File: src/rtl/lgs_pkg.sv
package lgs_pkg;

   localparam int COORD_BITS = 12;
   localparam int FRAC_BITS  = 16;

   localparam int CSR_IDX_W = 4;
   localparam int CSR_DATA_W = 24;
   localparam int CENTER_W = 13;
   localparam int GRAD_W = 24;
   localparam int COLOR_W = 24;
   localparam int FRAME_W = 13;
   localparam int CHAN_W = 8;

   localparam logic [CSR_IDX_W-1:0] CSR_CENTER_X = CSR_IDX_W'(0);
   localparam logic [CSR_IDX_W-1:0] CSR_CENTER_Y = CSR_IDX_W'(1);
   localparam logic [CSR_IDX_W-1:0] CSR_GRAD_X   = CSR_IDX_W'(2);
   localparam logic [CSR_IDX_W-1:0] CSR_GRAD_Y   = CSR_IDX_W'(3);
   localparam logic [CSR_IDX_W-1:0] CSR_BASE     = CSR_IDX_W'(4);
   localparam logic [CSR_IDX_W-1:0] CSR_DELTA    = CSR_IDX_W'(5);
   localparam logic [CSR_IDX_W-1:0] CSR_FRAME_W  = CSR_IDX_W'(6);
   localparam logic [CSR_IDX_W-1:0] CSR_FRAME_H  = CSR_IDX_W'(7);

   // 2*coord - center_sum, signed
   localparam int TWO_X_W = COORD_BITS + 1;
   localparam int DX_W = ((TWO_X_W > CENTER_W) ? TWO_X_W : CENTER_W) + 1;
   localparam int PROD_W = DX_W + GRAD_W;
   // twice the distance, FRAC_BITS fraction bits
   localparam int DIST_W = PROD_W + 1;
   // distance times an unsigned channel delta
   localparam int CH_PROD_W = DIST_W + CHAN_W + 1;
   localparam int BASE_TERM_W = CHAN_W + FRAC_BITS + 2;
   localparam int SCALED_W =
      ((CH_PROD_W > BASE_TERM_W) ? CH_PROD_W : BASE_TERM_W) + 1;
   localparam int CMP_W = (COORD_BITS > FRAME_W) ? COORD_BITS : FRAME_W;

endpackage

File: src/rtl/lgs_channel.sv
module lgs_channel
   import lgs_pkg::*;
(
   input  logic                     clock,
   input  logic signed [DIST_W-1:0] dist2,
   input  logic [CHAN_W-1:0]        base_chan,
   input  logic [CHAN_W-1:0]        delta_chan,
   output logic [CHAN_W-1:0]        chan_out
);

   logic signed [CH_PROD_W-1:0] prod_in, prod_ff;
   logic [CHAN_W-1:0]           base_in, base_ff;
   logic signed [SCALED_W-1:0]  scaled;
   logic                        over;
   logic [CHAN_W-1:0]           chan_in, chan_ff;

   assign prod_in = CH_PROD_W'(dist2) * CH_PROD_W'($signed({1'b0, delta_chan}));
   assign base_in = base_chan;

   always_ff @(posedge clock) begin
      prod_ff <= prod_in;
      base_ff <= base_in;
   end

   assign scaled = (SCALED_W'($signed({1'b0, base_ff})) <<< (FRAC_BITS + 1))
                 + SCALED_W'(prod_ff);

   // floor of the value, zero when negative, saturated at the channel maximum
   assign over = |scaled[SCALED_W-2:FRAC_BITS+1+CHAN_W];

   always_comb begin
      if (scaled[SCALED_W-1]) begin
         chan_in = '0;
      end else if (over) begin
         chan_in = '1;
      end else begin
         chan_in = scaled[FRAC_BITS+CHAN_W:FRAC_BITS+1];
      end
   end

   always_ff @(posedge clock) begin
      chan_ff <= chan_in;
   end

   assign chan_out = chan_ff;

endmodule

File: src/rtl/linear_gradient_shader.sv
// Linear gradient shader, five-stage pipeline.
// An item taken at a clock edge moves through the stage registers to the rsp_ ports,
// where the receiver takes it; results are never held back.
// Throughput: one item per clock; busy stays low, start may be high every cycle.
// Stages: offsets and clip test, two 14x24 products, distance sum, channel products, clamp.
// Reset clears all stage valid bits and every config register to zero.
module linear_gradient_shader
   import lgs_pkg::*;
(
   input  logic                         clock,
   input  logic                         reset,
   input  logic                         start,
   output logic                         busy,
   input  logic signed [COORD_BITS-1:0] req_pixel_x,
   input  logic signed [COORD_BITS-1:0] req_pixel_y,
   output logic                         rsp_valid,
   output logic signed [COORD_BITS-1:0] rsp_out_x,
   output logic signed [COORD_BITS-1:0] rsp_out_y,
   output logic [CHAN_W-1:0]            rsp_red,
   output logic [CHAN_W-1:0]            rsp_green,
   output logic [CHAN_W-1:0]            rsp_blue,
   output logic                         rsp_visible,
   input  logic                         csr_we,
   input  logic [CSR_IDX_W-1:0]         csr_index,
   input  logic [CSR_DATA_W-1:0]        csr_wdata
);

   localparam int NSTAGE = 5;

   logic signed [CENTER_W-1:0] center_x_ff, center_y_ff;
   logic signed [GRAD_W-1:0]   grad_x_ff, grad_y_ff;
   logic [COLOR_W-1:0]         base_ff, delta_ff;
   logic [FRAME_W-1:0]         frame_w_ff, frame_h_ff;

   always_ff @(posedge clock) begin
      if (reset) begin
         center_x_ff <= '0;
         center_y_ff <= '0;
         grad_x_ff   <= '0;
         grad_y_ff   <= '0;
         base_ff     <= '0;
         delta_ff    <= '0;
         frame_w_ff  <= '0;
         frame_h_ff  <= '0;
      end else if (csr_we) begin
         case (csr_index)
            CSR_CENTER_X: center_x_ff <= csr_wdata[CENTER_W-1:0];
            CSR_CENTER_Y: center_y_ff <= csr_wdata[CENTER_W-1:0];
            CSR_GRAD_X:   grad_x_ff   <= csr_wdata[GRAD_W-1:0];
            CSR_GRAD_Y:   grad_y_ff   <= csr_wdata[GRAD_W-1:0];
            CSR_BASE:     base_ff     <= csr_wdata[COLOR_W-1:0];
            CSR_DELTA:    delta_ff    <= csr_wdata[COLOR_W-1:0];
            CSR_FRAME_W:  frame_w_ff  <= csr_wdata[FRAME_W-1:0];
            CSR_FRAME_H:  frame_h_ff  <= csr_wdata[FRAME_W-1:0];
            default: ;
         endcase
      end
   end

   assign busy = 1'b0;

   logic accept;
   assign accept = start && !busy;

   // valid bits, one per stage
   logic [NSTAGE-1:0] valid_in, valid_ff;
   assign valid_in = {valid_ff[NSTAGE-2:0], accept};

   always_ff @(posedge clock) begin
      if (reset) begin
         valid_ff <= '0;
      end else begin
         valid_ff <= valid_in;
      end
   end

   // coordinates ride along with the item
   logic signed [COORD_BITS-1:0] x_ff [NSTAGE];
   logic signed [COORD_BITS-1:0] y_ff [NSTAGE];
   logic                         vis_ff [NSTAGE];
   logic                         vis_in;

   always_comb begin
      vis_in = !req_pixel_x[COORD_BITS-1] && !req_pixel_y[COORD_BITS-1]
             && (CMP_W'($unsigned(req_pixel_x)) < CMP_W'(frame_w_ff))
             && (CMP_W'($unsigned(req_pixel_y)) < CMP_W'(frame_h_ff));
   end

   always_ff @(posedge clock) begin
      x_ff[0]   <= req_pixel_x;
      y_ff[0]   <= req_pixel_y;
      vis_ff[0] <= vis_in;
      for (int i = 1; i < NSTAGE; i++) begin
         x_ff[i]   <= x_ff[i-1];
         y_ff[i]   <= y_ff[i-1];
         vis_ff[i] <= vis_ff[i-1];
      end
   end

   // stage 1: offsets from the center in half pixels
   logic signed [DX_W-1:0] dx_in, dy_in, dx_ff, dy_ff;
   assign dx_in = (DX_W'(req_pixel_x) <<< 1) - DX_W'(center_x_ff);
   assign dy_in = (DX_W'(req_pixel_y) <<< 1) - DX_W'(center_y_ff);

   always_ff @(posedge clock) begin
      dx_ff <= dx_in;
      dy_ff <= dy_in;
   end

   // stage 2: gradient products
   logic signed [PROD_W-1:0] px_in, py_in, px_ff, py_ff;
   assign px_in = PROD_W'(dx_ff) * PROD_W'(grad_x_ff);
   assign py_in = PROD_W'(dy_ff) * PROD_W'(grad_y_ff);

   always_ff @(posedge clock) begin
      px_ff <= px_in;
      py_ff <= py_in;
   end

   // stage 3: twice the distance
   logic signed [DIST_W-1:0] dist_in, dist_ff;
   assign dist_in = DIST_W'(px_ff) + DIST_W'(py_ff);

   always_ff @(posedge clock) begin
      dist_ff <= dist_in;
   end

   // stages 4 and 5 live in the channel units
   lgs_channel u_red (
      .clock      (clock),
      .dist2      (dist_ff),
      .base_chan  (base_ff[23:16]),
      .delta_chan (delta_ff[23:16]),
      .chan_out   (rsp_red)
   );

   lgs_channel u_green (
      .clock      (clock),
      .dist2      (dist_ff),
      .base_chan  (base_ff[15:8]),
      .delta_chan (delta_ff[15:8]),
      .chan_out   (rsp_green)
   );

   lgs_channel u_blue (
      .clock      (clock),
      .dist2      (dist_ff),
      .base_chan  (base_ff[7:0]),
      .delta_chan (delta_ff[7:0]),
      .chan_out   (rsp_blue)
   );

   assign rsp_valid   = valid_ff[NSTAGE-1];
   assign rsp_out_x   = x_ff[NSTAGE-1];
   assign rsp_out_y   = y_ff[NSTAGE-1];
   assign rsp_visible = vis_ff[NSTAGE-1];

   a_latency: assert property (@(posedge clock) disable iff (reset)
      accept |-> ##5 rsp_valid)
      else $error("item did not come out after five cycles");

   a_no_ghost: assert property (@(posedge clock) disable iff (reset)
      rsp_valid |-> $past(accept, 5))
      else $error("result without a matching item");

   a_vis_sign: assert property (@(posedge clock) disable iff (reset)
      (rsp_valid && rsp_visible) |-> (!rsp_out_x[COORD_BITS-1] && !rsp_out_y[COORD_BITS-1]))
      else $error("negative coordinate marked visible");

endmodule

File: config.mk
export PLATFORM = sky130hd
export DESIGN_NAME = linear_gradient_shader
export DESIGN_NICKNAME = d
export VERILOG_FILES = /design/src/rtl/lgs_pkg.sv /design/src/rtl/lgs_channel.sv /design/src/rtl/linear_gradient_shader.sv
export SDC_FILE = /design/constraint.sdc
export NUM_CORES = 2
export LEC_CHECK = 0
export BUFFER_PORTS_ARGS = -buffer_cell sky130_fd_sc_hd__buf_2
export CORE_ASPECT_RATIO = 1.25
export CORE_MARGIN = 10
export CORE_UTILIZATION = 46
export DETAILED_ROUTE_END_ITERATION = 10
export PLACE_DENSITY = 0.72
export SLEW_MARGIN = 10
export SYNTH_ARGS = -nofsm -noshare
export SYNTH_HDL_FRONTEND = slang
export SYNTH_SLANG_ARGS = --single-unit
export TNS_END_PERCENT = 5
File: constraint.sdc
create_clock -name clock -period 8.6 [get_ports clock]
set_input_delay 1.72 -clock clock [delete_from_list [all_inputs] [get_ports clock]]
set_output_delay 1.72 -clock clock [all_outputs]
set_load 0.01 [all_outputs]
==> results.toml <==
[setup_path]
crit_path_frequent_cell = "fa_1"
worst-path-buf-inv = 4
cp_slowest_stage_delay_ps = 840
reg2reg_setup_slack_ps = 1300
worstPathArrival_ps = 7840
critPathRequiredTime_ps = 9130
cp_top_family = "adder cells"
cp_slowest_cell = "dfxtp_1"
path_max_fanout = 24
worstSetupPathType = "flip-flop to flip-flop"
path_cells = "and2_1 > fa_1 > inv_1 > fa_1 > inv_1 > fa_1 > fa_1 > inv_1 > fa_1 > inv_1 > fa_1 > ha_1 > a21o_1 > a221o_1 > a221oi_2 > o21ai_1 > a21oi_2 > o311ai_1 > o21ai_1 > o21ai_1 > a2111oi_0 > nor3_1"
crit_path_start_kind = "flip-flop"
end_kind = "flip-flop"

[power]
p_leak_nw = 39.44
p_switching_w = 0.003682
power_density_nw_per_um2 = 118.6
p_comb_share_pct = 32.5
p_seq_share_pct = 38.2
p_int_w = 0.005492
swShare_pct = 40.14
ir_drop_v = 0.0002070
clock_power_share_pct = 29.3

[timing]
rsz0062_at_grt = "no"
whs_ps = 323.2
fin_worst_skew_ps = 52.52
timing.fmax_mhz = 136.9
timing.slew.headroom_pct = 15.86
tns_ps = 0
post-route-min-period_ps = 7303
tightest_slew_ps = 1260
hold_viol_final = 0
slew_viol_final = 0
period_share_pct = 84.92
setup_viol = 0

[yosys]
syn_area_um2 = 73270
post-synth-top-count-cell = "inv_1"
ys.flop_type = "dfxtp_1"
synthTopCellsByCount = "inv_1, fa_1, nand2_1"
syn-num-nets = 10067
yosysTopAreaCell = "fa_1"
synth_top_area_share_pct = 36.97
synth-seq-cells = 562
synthArstFlopShare_pct = 0
syn_avg_cell_area_um2 = 9.045
syn_inst = 8100
synth_edf_count = 0
seq_area_frac_synth_pct = 15.36
synth_area_leaders = "fa_1, dfxtp_1, ha_1"
yosys_warnings = 0
yosysUniqueCellTypes = 94

[global_route]
antenna_found_initial = 12
groute.usage.overall_pct = 20.93
grt_pass1_vias = 58513
grt_overflow = 0
grt_max_degree = 67
grt_pass1_wl_um = 297400

[placement]
placed_cells = 9946
gp_congestion = 0.9176
hpwlAfterDp_um = 143600
numPortBuffers = 105

[floorplan]
rows = 163
dieWidth_um = 377.0
core_um2 = 158100
die_h_um = 466.2
initial_utilization_pct = 46.35
pin_count = 107
die_area_um2 = 175700

[hold_path]
hold_class = "flip-flop to flip-flop"

[clocking]
cts_tree = "built"
numCtsBuffers = 59
postCtsSetupRepairBufs = 0
cts_root_buffer = "clkbuf_16"
clkSinkCount = 562
cts_resized = 0
insertion_delay_ps = 710
cts_hold_buf = 0
clk_pin_slew_ps = 60
clk_path_buf_depth = 3
htreeDepth = 2

[outcome]
status = "finished clean"

[layout]
final_layout_size_suffix_gt1_share_pct = 3.866
layout.cells.non_filler = 10055
nNetsFinal = 9912
area_delta_synth_final_pct = 5.574

[job]
cap_violations = 0

[drt]
drtIter0Drc = 2950
wl_per_cell_um = 17.93
drt_first_pass_iters = 6
final_antenna_net_count = 0
drt-total-wl_um = 180300
vias = 53010
drc = 0
viasPerCell = 5.272
[layout make-up]
| cell class | instances | area (um2) |
|---|---|---|
| repair buffers | 160 | 940.9 |
| multi-input cells | 5484 | 54220 |
| clock inverters | 37 | 457.9 |
| inverters | 1678 | 6299 |
| diodes | 1 | 2.502 |
| clock buffers | 71 | 1592 |
| fillers | 14557 | 80710 |
| flip-flops and latches | 562 | 11260 |
| well taps | 2062 | 2580 |
[worst paths after layout]
path	end	depth (start not counted)	start
setup / recovery	px_ff[37]	22	dx_ff[3]
hold / removal	x_ff[0][41]	0	x_ff[0][29]
setup reg to reg	px_ff[37]	22	dx_ff[3]
hold reg to reg	x_ff[0][41]	0	x_ff[0][29]
[cell families (layout without fill, tap and decap cells)]
family	after synthesis	count (layout)	share of synthesized area, %
simple gates	2497	2497	17.01
buf+inv	2054	1946	10.66
fa+ha+maj	1911	1911	46.50
compound gates	803	803	7.149
flops	562	562	15.36
xor+xnor	238	238	2.845
mux	34	34	0.4713
other cells	1	2	0.005118
[cell usage in the layout (no fill, tap or decap), types with 104 or more instances in the layout]
master      n
nand2_1  1056
inv_1    1678
fa_1     1353
xnor2_1   164
and2_1    874
dfxtp_1   558
a21oi_1   294
buf_2     104
o21ai_0   112
a21o_1    105
nor2_1    216
ha_1      558
[power by group through the flow]
stage | clock network [W] | registers, W | logic [W]
2_1_floorplan | 0 | 0.00316 | 0.00208
3_5_place_dp | 0 | 0.00354 | 0.00295
3_3_place_gp | 0 | 0.00354 | 0.00288
4_1_cts | 0.00273 | 0.00349 | 0.00297
5_1_grt | 0.00284 | 0.00354 | 0.00330
6_report | 0.00269 | 0.00350 | 0.00298
[sequential cells by signal, summed over array words and instances, names as in the netlist, 24 cells and up]
name,count
grad_x_ff,24
y_ff,60
px_ff,38
x_ff,60
u_red.prod_ff,31
u_blue.prod_ff,31
grad_y_ff,24
u_green.prod_ff,31
delta_ff,24
dist_ff,39
base_ff,24
py_ff,38
[routing by layer]
metal / global-route usage [%] / vias to the layer above / part of all wire, %
met1: 23.62 / 26926 / 38
met5: 0 / - / 0.023
li1: - / 24098 / -
met3: 3.512 / 449 / 6.3
met4: 9.048 / 6 / 4.6
met2: 38.51 / 1531 / 51
[metrics by stage]
stage / setup WS, ps / area, um2 / total power, W / utilization (%)
finish: 1297 / 77350 / 0.009175 / 48.94
global route: 867.9 / 77350 / 0.009668 / 48.94
detailed placement: 1477 / 75300 / 0.006493 / 47.64
global placement: 1473 / 75300 / 0.006414 / 47.64
CTS: 1395 / 77350 / 0.009189 / 48.94
floorplan: 2222 / 73270 / 0.005236 / -
Power figures use the tool's default switching activity.
